**src/hw/rtl/lfr_pkg.sv**
```systemverilog
package lfr_pkg;

  // Fixed field and register widths.
  localparam int DATA_W      = 32;  // in_sample and out_sample on the ports
  localparam int IC_W        = 21;  // in_count register
  localparam int OC_W        = 23;  // out_count register
  localparam int CFG_W       = 23;  // widest register
  localparam int CNT_W       = 25;  // common width for index comparisons
  localparam int DIV_W       = 24;  // divisor width (twice the largest out_count - 1)
  localparam int REM_W       = 25;  // divider partial remainder
  localparam int POS_SUM_W   = 24;  // remainder plus span before the position divide
  localparam int MUL_STEPS   = 23;  // one step per bit of the interpolation weights
  localparam int POS_STEPS   = 24;  // one step per bit of the position dividend
  localparam int MAX_RESULTS = 5;   // results per input item at most
  localparam int N_W         = 3;   // counter of results per input item

  // Configuration register indexes.
  typedef enum logic [0:0] {
    REG_IN_COUNT  = 1'b0,
    REG_OUT_COUNT = 1'b1
  } cfg_reg_t;

  // Source of a result loaded into the output register.
  typedef enum logic [1:0] {
    SRC_ERR    = 2'd0,
    SRC_X      = 2'd1,
    SRC_INTERP = 2'd2
  } out_src_t;

  typedef enum logic [3:0] {
    ST_IDLE,
    ST_DECIDE,
    ST_CHECK,
    ST_SETUP,
    ST_MUL,
    ST_NLOAD,
    ST_DIV,
    ST_SAVE,
    ST_POS,
    ST_POS_UPD,
    ST_EMIT_INTERP,
    ST_EMIT_FINAL,
    ST_EMIT_COPY,
    ST_EMIT_ERR,
    ST_FINISH
  } lfr_state_t;

  // Commands from the controller to the datapath.
  typedef struct packed {
    logic     load_in;
    logic     setup;
    logic     mul_step;
    logic     nload;
    logic     div_step;
    logic     save;
    logic     pos_upd;
    logic     idx_inc;
    logic     out_load;
    out_src_t out_src;
    logic     out_last;
    logic     advance;
    logic     err_advance;
  } lfr_cmd_t;

  // Status from the datapath to the controller.
  typedef struct packed {
    logic cfg_ok;
    logic d_zero;
    logic j_zero;
    logic loop_ok;
    logic final_ok;
    logic out_free;
  } lfr_stat_t;

endpackage

```
**src/hw/rtl/linear_frame_resampler.sv**
```systemverilog
// Linear frame resampler. Signed samples arrive one per input request in
// frames of in_count samples, and out_count samples leave per frame; the first
// and last outputs coincide with the first and last inputs, and each output in
// between is the linear interpolation of its two neighbouring inputs, computed
// exactly and rounded half away from zero. An output leaves once its right
// neighbour has arrived, so one input gives up to five results, the last of
// them marked by tlast; the first input of a frame gives none unless
// out_count is 1, when it is copied. A configuration that needs more than
// UP_RATIO outputs per input interval is flagged: every input then gives one
// zero result with ratio_error set. Writing either register restarts the
// frame; write only while the block is idle. One item is processed at a time.
// Each interpolated result needs 23 steps of the shift-add multiplier and then
// the shared one-bit-per-cycle divider, SAMPLE_BITS steps for the rounded
// quotient and 24 steps to advance the source position. No memory needs
// clearing after reset.
module linear_frame_resampler import lfr_pkg::*; #(
  parameter int MAX_SPAN    = 1048576,
  parameter int UP_RATIO    = 4,
  parameter int SAMPLE_BITS = 32
) (
  input  logic              clk,
  input  logic              rst_n,
  // Configuration write port.
  input  logic              cfg_wr_en,
  input  logic [0:0]        cfg_index,
  input  logic [CFG_W-1:0]  cfg_data,
  // Input samples.
  input  logic              in_tvalid,
  output logic              in_tready,
  input  logic [DATA_W-1:0] in_tdata,   // [31:0] in_sample
  // Resampled output.
  output logic              out_tvalid,
  input  logic              out_tready,
  output logic [DATA_W-1:0] out_tdata,  // [31:0] out_sample
  output logic              out_tlast,  // run_last
  output logic [1:0]        out_tuser   // [0] frame_end, [1] ratio_error
);

  lfr_cmd_t  cmd;
  lfr_stat_t stat;

  lfr_ctrl #(
    .SAMPLE_BITS (SAMPLE_BITS)
  ) u_ctrl (
    .clk       (clk),
    .rst_n     (rst_n),
    .in_tvalid (in_tvalid),
    .in_tready (in_tready),
    .stat      (stat),
    .cmd       (cmd)
  );

  lfr_dp #(
    .MAX_SPAN    (MAX_SPAN),
    .UP_RATIO    (UP_RATIO),
    .SAMPLE_BITS (SAMPLE_BITS)
  ) u_dp (
    .clk        (clk),
    .rst_n      (rst_n),
    .cfg_wr_en  (cfg_wr_en),
    .cfg_index  (cfg_index),
    .cfg_data   (cfg_data),
    .in_tdata   (in_tdata),
    .out_tready (out_tready),
    .cmd        (cmd),
    .stat       (stat),
    .out_tvalid (out_tvalid),
    .out_tdata  (out_tdata),
    .out_tlast  (out_tlast),
    .out_tuser  (out_tuser)
  );

endmodule

```
**src/hw/rtl/lfr_div.sv**
```systemverilog
// Restoring divider, one quotient bit per step. The dividend bits wait
// left-aligned in the quotient register and are shifted into the remainder.
module lfr_div import lfr_pkg::*; #(
  parameter int QW = 32
) (
  input  logic             clk,
  input  logic             load,
  input  logic             step,
  input  logic [REM_W-1:0] init_rem,
  input  logic [QW-1:0]    init_quo,
  input  logic [DIV_W-1:0] divisor,
  output logic [QW-1:0]    quo,
  output logic [REM_W-1:0] rem
);

  logic [REM_W-1:0] rem_r;
  logic [QW-1:0]    quo_r;
  logic [DIV_W-1:0] div_r;
  logic [REM_W-1:0] rem_sh;
  logic             ge;

  // Bring down the next dividend bit and try the subtraction.
  assign rem_sh = {rem_r[REM_W-2:0], quo_r[QW-1]};
  assign ge     = rem_sh >= {1'b0, div_r};

  always_ff @(posedge clk) begin
    if (load) begin
      rem_r <= init_rem;
      quo_r <= init_quo;
      div_r <= divisor;
    end else if (step) begin
      rem_r <= ge ? (rem_sh - {1'b0, div_r}) : rem_sh;
      quo_r <= {quo_r[QW-2:0], ge};
    end
  end

  assign quo = quo_r;
  assign rem = rem_r;

endmodule

```
**src/hw/rtl/lfr_dp.sv**
```systemverilog
// Datapath: configuration, frame counters, serial multiplier, shared divider
// and the output register.
module lfr_dp import lfr_pkg::*; #(
  parameter int MAX_SPAN    = 1048576,
  parameter int UP_RATIO    = 4,
  parameter int SAMPLE_BITS = 32
) (
  input  logic              clk,
  input  logic              rst_n,
  input  logic              cfg_wr_en,
  input  logic [0:0]        cfg_index,
  input  logic [CFG_W-1:0]  cfg_data,
  input  logic [DATA_W-1:0] in_tdata,
  input  logic              out_tready,
  input  lfr_cmd_t          cmd,
  output lfr_stat_t         stat,
  output logic              out_tvalid,
  output logic [DATA_W-1:0] out_tdata,
  output logic              out_tlast,
  output logic [1:0]        out_tuser
);

  localparam int SB    = SAMPLE_BITS;
  localparam int IDX_W = $clog2(MAX_SPAN);
  localparam int ACC_W = SB + OC_W + 1;
  localparam int QW    = (SB > POS_SUM_W) ? SB : POS_SUM_W;
  localparam int LIM_W = IC_W + $clog2(UP_RATIO + 1) + 1;

  logic [IC_W-1:0]      in_count_r;
  logic [OC_W-1:0]      out_count_r;
  logic signed [SB-1:0] prev_r;
  logic signed [SB-1:0] x_r;
  logic [IDX_W-1:0]     in_index_r;
  logic [OC_W-1:0]      out_index_r;
  logic [IDX_W-1:0]     pos_left_r;
  logic [OC_W-1:0]      pos_rem_r;
  logic [SB:0]          sum_ab_r;
  logic [OC_W-1:0]      dr_r;
  logic [OC_W-1:0]      rr_r;
  logic [ACC_W-1:0]     acc_r;
  logic                 neg_r;
  logic                 fend_r;
  logic signed [SB-1:0] samp_r;
  logic                 out_valid_r;
  logic [DATA_W-1:0]    out_data_r;
  logic                 out_last_r;
  logic                 out_fend_r;
  logic                 out_err_r;

  logic [IC_W-1:0]      span;
  logic [OC_W-1:0]      d;
  logic [LIM_W-1:0]     lim;
  logic                 err_fend;
  logic                 err_wrap;
  logic                 frame_done;
  logic [SB:0]          sel;
  logic [ACC_W-1:0]     acc2;
  logic [ACC_W-1:0]     n_val;
  logic [POS_SUM_W-1:0] pos_sum;
  logic                 div_load;
  logic [REM_W-1:0]     div_init_rem;
  logic [QW-1:0]        div_init_quo;
  logic [DIV_W-1:0]     div_divisor;
  logic [QW-1:0]        div_quo;
  logic [REM_W-1:0]     div_rem;
  logic [SB-1:0]        q_mag;

  assign span = in_count_r - IC_W'(1);
  assign d    = out_count_r - OC_W'(1);

  // Supported configuration and the position tests on the frame counters.
  assign lim = LIM_W'(UP_RATIO) * (LIM_W'(in_count_r) - LIM_W'(1)) + LIM_W'(1);
  assign stat.cfg_ok = (in_count_r >= IC_W'(2)) &&
                       (CNT_W'(in_count_r) <= CNT_W'(MAX_SPAN)) &&
                       (out_count_r != '0) && (LIM_W'(out_count_r) <= lim);
  assign stat.d_zero   = (out_count_r == OC_W'(1));
  assign stat.j_zero   = (in_index_r == '0);
  assign stat.loop_ok  = (in_index_r != '0) && (out_index_r <= d) &&
                         ((IDX_W + 1)'(pos_left_r) + (IDX_W + 1)'(1) ==
                          (IDX_W + 1)'(in_index_r));
  assign stat.final_ok = (CNT_W'(in_index_r) == CNT_W'(span)) && (out_index_r == d) &&
                         (CNT_W'(pos_left_r) == CNT_W'(span)) && (pos_rem_r == '0);
  assign stat.out_free = !out_valid_r || out_tready;

  assign err_fend   = (CNT_W'(in_index_r) + CNT_W'(1)) >= CNT_W'(in_count_r);
  assign err_wrap   = err_fend || ((CNT_W'(in_index_r) + CNT_W'(1)) >= CNT_W'(MAX_SPAN));
  assign frame_done = CNT_W'(in_index_r) >= CNT_W'(span);

  // Weight bit pair selects the addend of the shift-add multiplier.
  always_comb begin
    case ({dr_r[OC_W-1], rr_r[OC_W-1]})
      2'b10:   sel = {prev_r[SB-1], prev_r};
      2'b01:   sel = {x_r[SB-1], x_r};
      2'b11:   sel = sum_ab_r;
      default: sel = '0;
    endcase
  end

  // Rounded dividend 2*|num| + d, formed with a single add or subtract.
  assign acc2  = {acc_r[ACC_W-2:0], 1'b0};
  assign n_val = acc_r[ACC_W-1] ? (ACC_W'(d) - acc2) : (acc2 + ACC_W'(d));
  assign pos_sum = POS_SUM_W'(pos_rem_r) + POS_SUM_W'(span);

  // The divider is loaded either for the sample quotient or the position step.
  assign div_load = cmd.nload || cmd.save;
  always_comb begin
    if (cmd.save) begin
      div_init_rem = '0;
      div_init_quo = QW'(pos_sum) << (QW - POS_SUM_W);
      div_divisor  = DIV_W'(d);
    end else begin
      div_init_rem = REM_W'(n_val >> SB);
      div_init_quo = QW'(n_val[SB-1:0]) << (QW - SB);
      div_divisor  = {d, 1'b0};
    end
  end

  lfr_div #(.QW(QW)) u_div (
    .clk      (clk),
    .load     (div_load),
    .step     (cmd.div_step),
    .init_rem (div_init_rem),
    .init_quo (div_init_quo),
    .divisor  (div_divisor),
    .quo      (div_quo),
    .rem      (div_rem)
  );

  assign q_mag = div_quo[SB-1:0];

  // Configuration and frame state.
  always_ff @(posedge clk) begin
    if (!rst_n) begin
      in_count_r  <= IC_W'(2);
      out_count_r <= OC_W'(2);
      prev_r      <= '0;
      in_index_r  <= '0;
      out_index_r <= '0;
      pos_left_r  <= '0;
      pos_rem_r   <= '0;
    end else begin
      if (cmd.idx_inc) begin
        out_index_r <= out_index_r + OC_W'(1);
      end
      if (cmd.pos_upd) begin
        pos_left_r <= IDX_W'(CNT_W'(pos_left_r) + CNT_W'(div_quo[POS_SUM_W-1:0]));
        pos_rem_r  <= div_rem[OC_W-1:0];
      end
      if (cmd.advance) begin
        prev_r <= x_r;
        if (frame_done) begin
          in_index_r  <= '0;
          out_index_r <= '0;
          pos_left_r  <= '0;
          pos_rem_r   <= '0;
        end else begin
          in_index_r <= in_index_r + IDX_W'(1);
        end
      end
      if (cmd.err_advance) begin
        prev_r      <= x_r;
        in_index_r  <= err_wrap ? '0 : (in_index_r + IDX_W'(1));
        out_index_r <= '0;
        pos_left_r  <= '0;
        pos_rem_r   <= '0;
      end
      // A register write starts a new frame with the next input.
      if (cfg_wr_en) begin
        case (cfg_reg_t'(cfg_index))
          REG_IN_COUNT:  in_count_r  <= cfg_data[IC_W-1:0];
          REG_OUT_COUNT: out_count_r <= cfg_data[OC_W-1:0];
          default:       out_count_r <= out_count_r;
        endcase
        in_index_r  <= '0;
        out_index_r <= '0;
        pos_left_r  <= '0;
        pos_rem_r   <= '0;
      end
    end
  end

  // Input capture, multiplier and interpolation result.
  always_ff @(posedge clk) begin
    if (cmd.load_in) begin
      x_r <= SB'(in_tdata);
    end
    if (cmd.setup) begin
      sum_ab_r <= {prev_r[SB-1], prev_r} + {x_r[SB-1], x_r};
      dr_r     <= d - pos_rem_r;
      rr_r     <= pos_rem_r;
      acc_r    <= '0;
      fend_r   <= (out_index_r == d);
    end
    if (cmd.mul_step) begin
      acc_r <= acc2 + {{(ACC_W - SB - 1){sel[SB]}}, sel};
      dr_r  <= {dr_r[OC_W-2:0], 1'b0};
      rr_r  <= {rr_r[OC_W-2:0], 1'b0};
    end
    if (cmd.nload) begin
      neg_r <= acc_r[ACC_W-1];
    end
    if (cmd.save) begin
      samp_r <= neg_r ? SB'(~q_mag + SB'(1)) : q_mag;
    end
  end

  // Output register: holds one result until the sink takes it.
  always_ff @(posedge clk) begin
    if (!rst_n) begin
      out_valid_r <= 1'b0;
    end else if (cmd.out_load) begin
      out_valid_r <= 1'b1;
    end else if (out_tready) begin
      out_valid_r <= 1'b0;
    end
  end

  always_ff @(posedge clk) begin
    if (cmd.out_load) begin
      out_last_r <= cmd.out_last;
      case (cmd.out_src)
        SRC_X: begin
          out_data_r <= DATA_W'(x_r);
          out_fend_r <= 1'b1;
          out_err_r  <= 1'b0;
        end
        SRC_INTERP: begin
          out_data_r <= DATA_W'(samp_r);
          out_fend_r <= fend_r;
          out_err_r  <= 1'b0;
        end
        default: begin
          out_data_r <= '0;
          out_fend_r <= err_fend;
          out_err_r  <= 1'b1;
        end
      endcase
    end
  end

  assign out_tvalid = out_valid_r;
  assign out_tdata  = out_data_r;
  assign out_tlast  = out_last_r;
  assign out_tuser  = {out_err_r, out_fend_r};

endmodule

```
**src/hw/rtl/lfr_ctrl.sv**
```systemverilog
// Controller: sequences one input item through its results.
module lfr_ctrl import lfr_pkg::*; #(
  parameter int SAMPLE_BITS = 32
) (
  input  logic      clk,
  input  logic      rst_n,
  input  logic      in_tvalid,
  output logic      in_tready,
  input  lfr_stat_t stat,
  output lfr_cmd_t  cmd
);

  localparam int QW     = (SAMPLE_BITS > POS_SUM_W) ? SAMPLE_BITS : POS_SUM_W;
  localparam int STEP_W = $clog2(QW);

  lfr_state_t       state_r, state_nxt;
  logic [STEP_W-1:0] cnt_r, cnt_nxt;
  logic [N_W-1:0]    n_r, n_nxt;
  logic              room;
  logic              more;

  // Another result may follow while fewer than the maximum have been given.
  assign room = n_r < N_W'(MAX_RESULTS);
  assign more = (N_W'(n_r + N_W'(1)) < N_W'(MAX_RESULTS)) && (stat.loop_ok || stat.final_ok);

  always_ff @(posedge clk) begin
    if (!rst_n) begin
      state_r <= ST_IDLE;
      cnt_r   <= '0;
      n_r     <= '0;
    end else begin
      state_r <= state_nxt;
      cnt_r   <= cnt_nxt;
      n_r     <= n_nxt;
    end
  end

  always_comb begin
    state_nxt = state_r;
    cnt_nxt   = cnt_r;
    n_nxt     = n_r;
    cmd       = '0;
    in_tready = 1'b0;
    case (state_r)
      // The input stays closed while reset is held.
      ST_IDLE: begin
        in_tready = rst_n;
        if (in_tvalid && rst_n) begin
          cmd.load_in = 1'b1;
          n_nxt       = '0;
          state_nxt   = ST_DECIDE;
        end
      end
      ST_DECIDE: begin
        if (!stat.cfg_ok) begin
          state_nxt = ST_EMIT_ERR;
        end else if (stat.d_zero) begin
          state_nxt = stat.j_zero ? ST_EMIT_COPY : ST_FINISH;
        end else begin
          state_nxt = ST_CHECK;
        end
      end
      // Next interpolated output, the frame's closing output, or done.
      ST_CHECK: begin
        if (room && stat.loop_ok) begin
          state_nxt = ST_SETUP;
        end else if (room && stat.final_ok) begin
          state_nxt = ST_EMIT_FINAL;
        end else begin
          state_nxt = ST_FINISH;
        end
      end
      ST_SETUP: begin
        cmd.setup = 1'b1;
        cnt_nxt   = STEP_W'(MUL_STEPS - 1);
        state_nxt = ST_MUL;
      end
      ST_MUL: begin
        cmd.mul_step = 1'b1;
        if (cnt_r == '0) begin
          state_nxt = ST_NLOAD;
        end else begin
          cnt_nxt = cnt_r - STEP_W'(1);
        end
      end
      ST_NLOAD: begin
        cmd.nload = 1'b1;
        cnt_nxt   = STEP_W'(SAMPLE_BITS - 1);
        state_nxt = ST_DIV;
      end
      ST_DIV: begin
        cmd.div_step = 1'b1;
        if (cnt_r == '0) begin
          state_nxt = ST_SAVE;
        end else begin
          cnt_nxt = cnt_r - STEP_W'(1);
        end
      end
      ST_SAVE: begin
        cmd.save    = 1'b1;
        cmd.idx_inc = 1'b1;
        cnt_nxt     = STEP_W'(POS_STEPS - 1);
        state_nxt   = ST_POS;
      end
      ST_POS: begin
        cmd.div_step = 1'b1;
        if (cnt_r == '0) begin
          state_nxt = ST_POS_UPD;
        end else begin
          cnt_nxt = cnt_r - STEP_W'(1);
        end
      end
      ST_POS_UPD: begin
        cmd.pos_upd = 1'b1;
        state_nxt   = ST_EMIT_INTERP;
      end
      ST_EMIT_INTERP: begin
        if (stat.out_free) begin
          cmd.out_load = 1'b1;
          cmd.out_src  = SRC_INTERP;
          cmd.out_last = !more;
          n_nxt        = n_r + N_W'(1);
          state_nxt    = ST_CHECK;
        end
      end
      ST_EMIT_FINAL: begin
        if (stat.out_free) begin
          cmd.out_load = 1'b1;
          cmd.out_src  = SRC_X;
          cmd.out_last = 1'b1;
          cmd.idx_inc  = 1'b1;
          state_nxt    = ST_FINISH;
        end
      end
      ST_EMIT_COPY: begin
        if (stat.out_free) begin
          cmd.out_load = 1'b1;
          cmd.out_src  = SRC_X;
          cmd.out_last = 1'b1;
          state_nxt    = ST_FINISH;
        end
      end
      ST_EMIT_ERR: begin
        if (stat.out_free) begin
          cmd.out_load    = 1'b1;
          cmd.out_src     = SRC_ERR;
          cmd.out_last    = 1'b1;
          cmd.err_advance = 1'b1;
          state_nxt       = ST_IDLE;
        end
      end
      ST_FINISH: begin
        cmd.advance = 1'b1;
        state_nxt   = ST_IDLE;
      end
      default: begin
        state_nxt = ST_IDLE;
      end
    endcase
  end

endmodule

```
**config.mk**
```make
export PLATFORM = sky130hd
export DESIGN_NAME = linear_frame_resampler
export DESIGN_NICKNAME = d
export VERILOG_FILES = /design/src/hw/rtl/lfr_pkg.sv /design/src/hw/rtl/linear_frame_resampler.sv /design/src/hw/rtl/lfr_div.sv /design/src/hw/rtl/lfr_dp.sv /design/src/hw/rtl/lfr_ctrl.sv
export SDC_FILE = /design/constraint.sdc
export NUM_CORES = 2
export LEC_CHECK = 0
export BUFFER_PORTS_ARGS = -buffer_cell sky130_fd_sc_hd__buf_4
export CORE_MARGIN = 5
export CORE_UTILIZATION = 40
export CTS_CLUSTER_SIZE = 14
export DETAILED_ROUTE_END_ITERATION = 12
export GPL_ROUTABILITY_DRIVEN = 1
export GPL_TIMING_DRIVEN = 1
export PLACE_DENSITY_LB_ADDON = 0.2
export SLEW_MARGIN = 0
export SYNTH_ARGS = -nofsm -noshare
export SYNTH_HDL_FRONTEND = slang
export SYNTH_SLANG_ARGS = --single-unit
```
**constraint.sdc**
```tcl
create_clock -name clk -period 6.9 [get_ports clk]
set_input_delay 0.69 -clock clk [delete_from_list [all_inputs] [get_ports clk]]
set_output_delay 0.69 -clock clk [all_outputs]
set_load 0.01 [all_outputs]
```
======== After elaboration in Yosys (flattened, before gate mapping) ========
Index checks and enable logic that the tools add are counted.
W data, S select, Z words.
storage, ports and cells
  register bits ........................... 491
  bits in latches ......................... 0
  logic and storage cells ................. 208
  memories kept ........................... 0
  input port bits ......................... 61
  memory bits (read-only) ................. 0
  RAM bits ................................ 0
cells by class
  eq/ne operators ......................... 32
  multiply operators ...................... 0
  bitwise logic cells ..................... 3
  multiplexer cells ....................... 73
  order comparisons ....................... 10
  $add $sub $neg .......................... 19
  reduce and logical (&&, ||, !) cells .... 41
  shift operators ......................... 0
  divide/modulo/power cells ............... 0
operators with widths
  cell                     number
  $mux W23                 11
  $mux W32                 6
  $mux W56                 3
  $mux W20                 7
  $pmux W33 S3             1
  $mux W24                 4
  $pmux W32 S2             1
  $add A56 B23 Y56         1
  $add A56 B56 Y56         1
  $sub A23 B56 Y56         1
  $mux W4                  13
  $pmux W4 S13             1
  $add A20 B1 Y21 const B  2
  $eq A20 B21 Y1           2
  $add A32 B32 Y33         1
  $add A32 B1 Y32 const B  1
  $not A32 Y32             1
  $eq A4 B4 Y1 const B     7
  $add A25 B1 Y25 const B  1
  $ge A25 B21 Y1           1
  $ge A25 B21 Y1 const B   1
  $ge A25 B24 Y1           1
  $le A23 B25 Y1           1
  $add A23 B21 Y24         1
  50 further kinds         108

======== Depth between registers and ports, before layout ========
  depth after elaboration ................. 13
  depth in mapped cells ................... 24

======== Modules after synthesis ========
From an unflattened synthesis, not the netlist that was laid out.
unflattened totals
  cells, all modules ...................... 4,128
  area total of the unflattened synthesis .. 37,009.2 um2
by module, submodules not included
  module    instances  cells each  area an instance (um2)
  lfr_dp    1          3,586       31,156.1
  lfr_div   1          392         4,703.3
  lfr_ctrl  1          150         1,149.9

======== Worst setup path before layout ========
OpenSTA, ideal clock, no wires.
  path kind ............................... reg-to-reg
  start ................................... reg u_dp.acc_r[55]
  end ..................................... reg u_dp.u_div.quo_r[25] (netlist: u_dp.u_div.quo[25]), data pin
  arrival ................................. 5.584 ns
  stages on the path, launching flop included .. 24
  slack ................................... 1.048 ns
  buffers on the path ..................... 7
  setup time .............................. 0.267 ns
  cells stage by stage .................... edfxtp_1 > clkbuf_1 > buf_2 > buf_1 > clkbuf_1 > buf_1 > buf_1 > mux2i_1 > fa_1 > a2111o_1 > a31oi_1 > a21oi_1 > maj3_1 > a21oi_1 > o21ai_0 > maj3_2 > a31oi_1 > a211o_1 > o21ai_2 > and2_1 > buf_2 > a211oi_1 > xor2_1 > o21ai_0
between the ends
  cells in the longest elaborated chain, start to end .. 3
ends and longest elaborated chain
  item                      line           RTL
  start: declaration        lfr_dp.sv:40   logic [ACC_W-1:0] acc_r;
  start signal: assignment  lfr_dp.sv:195  acc_r <= acc2 + {{(ACC_W - SB - 1){sel[SB]}}, sel};
  $mux W56                  lfr_dp.sv:101  assign n_val = acc_r[ACC_W-1] ? (ACC_W'(d) - acc2) : (acc2 + ACC_W'(d));
  $mux W32                  lfr_dp.sv:107  if (cmd.save) begin
  $mux W32                  lfr_div.sv:27  if (load) begin
  end signal: assignment    lfr_div.sv:29  quo_r <= init_quo;
  end signal: assignment    lfr_div.sv:33  quo_r <= {quo_r[QW-2:0], ge};
  end: declaration          lfr_div.sv:17  logic [QW-1:0] quo_r;
Every way passes these cells.
A chain may end at the register's enable or synchronous reset.

======== Worst setup path in the final report ========
  start ................................... reg u_dp.in_count_r[9]
  end ..................................... reg u_ctrl.state_r[2]
between the ends
  cells in the longest elaborated chain, start to end .. 9
ends and longest elaborated chain
  item                                                     line            RTL
  start: declaration                                       lfr_dp.sv:29    logic [IC_W-1:0] in_count_r;
  start signal: assignment                                 lfr_dp.sv:170   REG_IN_COUNT: in_count_r <= cfg_data[IC_W-1:0];
  branches (longest 8 deep; another with $add A25 B1 Y25)  -
  $pmux W4 S13 *                                           lfr_ctrl.sv:44  case (state_r)
  end signal: assignment                                   lfr_ctrl.sv:32  state_r <= state_nxt;
  end: declaration                                         lfr_ctrl.sv:16  lfr_state_t state_r, state_nxt;
Every way passes the cells marked *.

==> impl_metrics.py <==
metrics = {
    "critical_path": {
        "timing.rr.start": "u_dp.in_count_r[9]",
        "crit_path_top_delay_cell": "nor3_1",
        "arrival_ns": 6.43,
        "critPathMaxFanout": 6,
        "r2r_slack_ns": 1.0,
        "startpoint_type": "flip-flop",
        "critical_path_class": "flip-flop to flip-flop",
        "path_cells": "or4_1 -> or3_1 -> or4_4 -> nor3_1 -> xnor2_1 -> inv_1 -> ha_1 -> nand3_1 -> or4_1 -> nor4_1 -> nand4_1 -> nor4_1 -> nand4_1 -> nor4_1 -> o22ai_1 -> or3_1 -> a21oi_1 -> o32ai_1",
        "startpoint": "u_dp.in_count_r[9]",
        "cp.required_ns": 7.42,
        "cp-end-kind": "flip-flop",
        "cpMostUsedCell": "nor4_1",
        "cpPeakStageDelay_ns": 0.64,
    },
    "clocking": {
        "clk_path_buf_depth": 3,
        "hold_buffers": 0,
        "clkLatencyLatePin_ns": 0.64,
        "cts_sinks": 491,
        "cts-root-buf": "clkbuf_16",
        "cts_made_buffers": 60,
        "cts_setup_buffers": 0,
        "htreeDepth": 2,
        "cts_resized": 0,
        "cts_tree": "built",
        "clk_pin_slew_ns": 0.06,
    },
    "floorplan": {
        "ios": 98,
        "die_h_um": 305,
        "start_util": 0.402,
        "fp.dieArea_um2": 93100,
        "placeableCoreArea_um2": 86600,
        "rows": 108,
        "die_w_um": 305,
    },
    "detailed_routing": {
        "drtIter0Drc": 2140,
        "num_vias": 28975,
        "drc": 0,
        "drt_wl_total_um": 108000,
        "wl_per_cell_um": 20.8,
        "viasPerCell": 5.59,
        "drt_pass1_iterations": 6,
        "final_antenna_net_count": 0,
    },
    "final_layout": {
        "nets": 4321,
        "final_common_cell": "nand2_1",
        "instances_no_fill": 5179,
        "syn_to_final_growth_pct": 11.6,
        "drive_gt1_frac": 0.0845,
        "layout_common_cells": "nand2_1 (445), nor2_1 (373), a21oi_1 (361), edfxtp_1 (314), ha_1 (279)",
        "num_antenna_cells": 0,
    },
    "synth": {
        "synthSimpleGateAreaFrac": 0.175,
        "synth_edf_count": 314,
        "avgSynthCellArea_um2": 8.85,
        "synth-adder-area-share": 0.107,
        "synth_top_cell_area_share": 0.271,
        "synth_xor_area_frac": 0.105,
        "ys_types": 94,
        "synth_area_leader_cell": "edfxtp_1",
        "ys_seq_elements": 491,
        "synth.mux.area_fraction": 0.0192,
        "synth.area.top_cells": "edfxtp_1 (27%), dfxtp_1 (10%), ha_1 (10%), xnor2_1 (6.6%), a21oi_1 (5.2%)",
        "ys.warnings.count": 0,
        "async_reset_ff_frac": 0,
        "synth_top_family_by_area": "compound AO/OA/AOI/OAI gates",
        "synth.net_count": 4282,
        "synth-compound-area-share": 0.181,
        "ys_seq_area_frac": 0.372,
        "netlist_area_um2": 34800,
        "ys.flop_type": "edfxtp_1",
        "syn_inst": 3935,
    },
    "power": {
        "p_leak_nw": 15.5,
        "vdd_ir_drop_max_mv": 0.202,
        "powerDensity_nw_per_um2": 293,
    },
    "sta": {
        "final-max-slew-violation-count": 0,
        "slew_headroom": 0.272,
        "fin_skew_ns": 0.0231,
        "finalSetupViolCount": 0,
        "worst_slew_pin_slew_ns": 1.08,
        "period_share": 0.855,
        "period_minus_slack_ns": 5.90,
        "hold_viol": 0,
        "fin_tns_setup_ns": 0,
        "rsz0062_at_grt": "false",
        "fmax_ghz": 0.169,
    },
    "hold_path": {
        "min-delay-start": "in_tdata[0]",
        "min_path_type": "primary input to flip-flop",
    },
    "place": {
        "hpwl_um": 81300,
        "dp_cells": 5067,
        "gp_congestion": 0.920,
        "numPortBuffers": 97,
    },
    "grt": {
        "grt_pass1_vias": 27542,
        "antenna_found_initial": 1,
        "grt_pass1_wl_um": 166000,
        "grt-ovfl-total": 0,
        "globalRouteTotalUtil": 0.223,
        "grt_max_degree": 67,
    },
    "job": {
        "maxCapViolCount": 0,
    },
    "status": {
        "status": "finished clean",
    },
}
## through the flow
step	util	hold slack, ns	setup slack [ns]	power (mW)	area [um2]
after floorplan	-	0.424	1.05	6.91	34800
after global placement	0.424	0.444	1.31	7.99	36700
after detailed placement	0.424	0.447	1.18	7.99	36700
after CTS	0.449	0.175	1.18	11.4	38900
after global routing	0.449	0.188	0.846	12.0	38900
final	0.449	0.222	0.997	11.4	38900
## power breakdown
group          internal (mW)  switching [mW]
clock                   2.04            1.34
sequential              3.63           0.431
combinational           1.55            2.38
total                   7.21            4.15
## synthesized netlist by cell type (all sizes together) (43+ instances only)
cell and number:
nand2 448, nor2 377, a21oi 363, edfxtp 314
ha 279, xnor2 265, inv 205, o21ai 201
dfxtp 177, xor2 151, clkbuf 136, a21o 86
nor3 75, nand3 71, a22oi 50, nand4 46
nand2b 43
## state kept, by name, indices dropped and copies added (netlist names), 3 cells and up
name,flops
u_dp.acc_r,56
u_dp.sum_ab_r,33
u_dp.out_tdata,32
u_dp.prev_r,32
u_dp.samp_r,32
u_dp.u_div.quo,32
u_dp.x_r,32
u_dp.u_div.div_r,24
u_dp.u_div.rem,24
u_dp.dr_r,23
u_dp.out_count_r,23
u_dp.out_index_r,23
u_dp.pos_rem_r,23
u_dp.rr_r,23
u_dp.in_count_r,21
u_dp.in_index_r,20
u_dp.pos_left_r,20
u_ctrl.cnt_r,5
u_ctrl.state_r,4
u_ctrl.n_r,3
## worst max-delay path: cells and delay by family, from the launching register on
kind,cells,cell delay (ns)
fa+ha+maj,1,0.32
compound gates,3,0.56
xor+xnor,1,0.29
flops,1,0.35
simple gates,12,4.17
buf+inv,1,0.14
## layer usage
layer  up-vias  part of all wire  GRT usage
met4         2             0.026     0.0561
met1     13850              0.47      0.324
met2       790              0.45      0.356
li1      14184                 -          -
met5         -           0.00014          0
met3       149             0.054     0.0274
## cells by family (layout without fill, tap and decap cells)
kind of cell,count (synthesis),after routing
compound gates,1008,1008
mux,63,63
simple gates,1293,1293
fa+ha+maj,296,296
buf+inv,368,457
xor+xnor,416,416
flops,491,491
## area by class of cell
cell class,instances,area [um2]
fillers,8426,47800
multi-input cells,3076,20500
flip-flops and latches,491,13000
clock buffers,78,1700
well taps,1155,1450
repair buffers,139,1040
inverters,206,773
clock inverters,34,403
## final timing paths
| kind | cells past startpoint | to |
|---|---|---|
| max | 18 | u_ctrl.state_r[2] |
| min reg2reg | 2 | u_dp.rr_r[0] |
| min | 1 | u_dp.x_r[0] |
| max reg2reg | 18 | u_ctrl.state_r[2] |
Note: power is estimated with default switching activity, not from simulation.
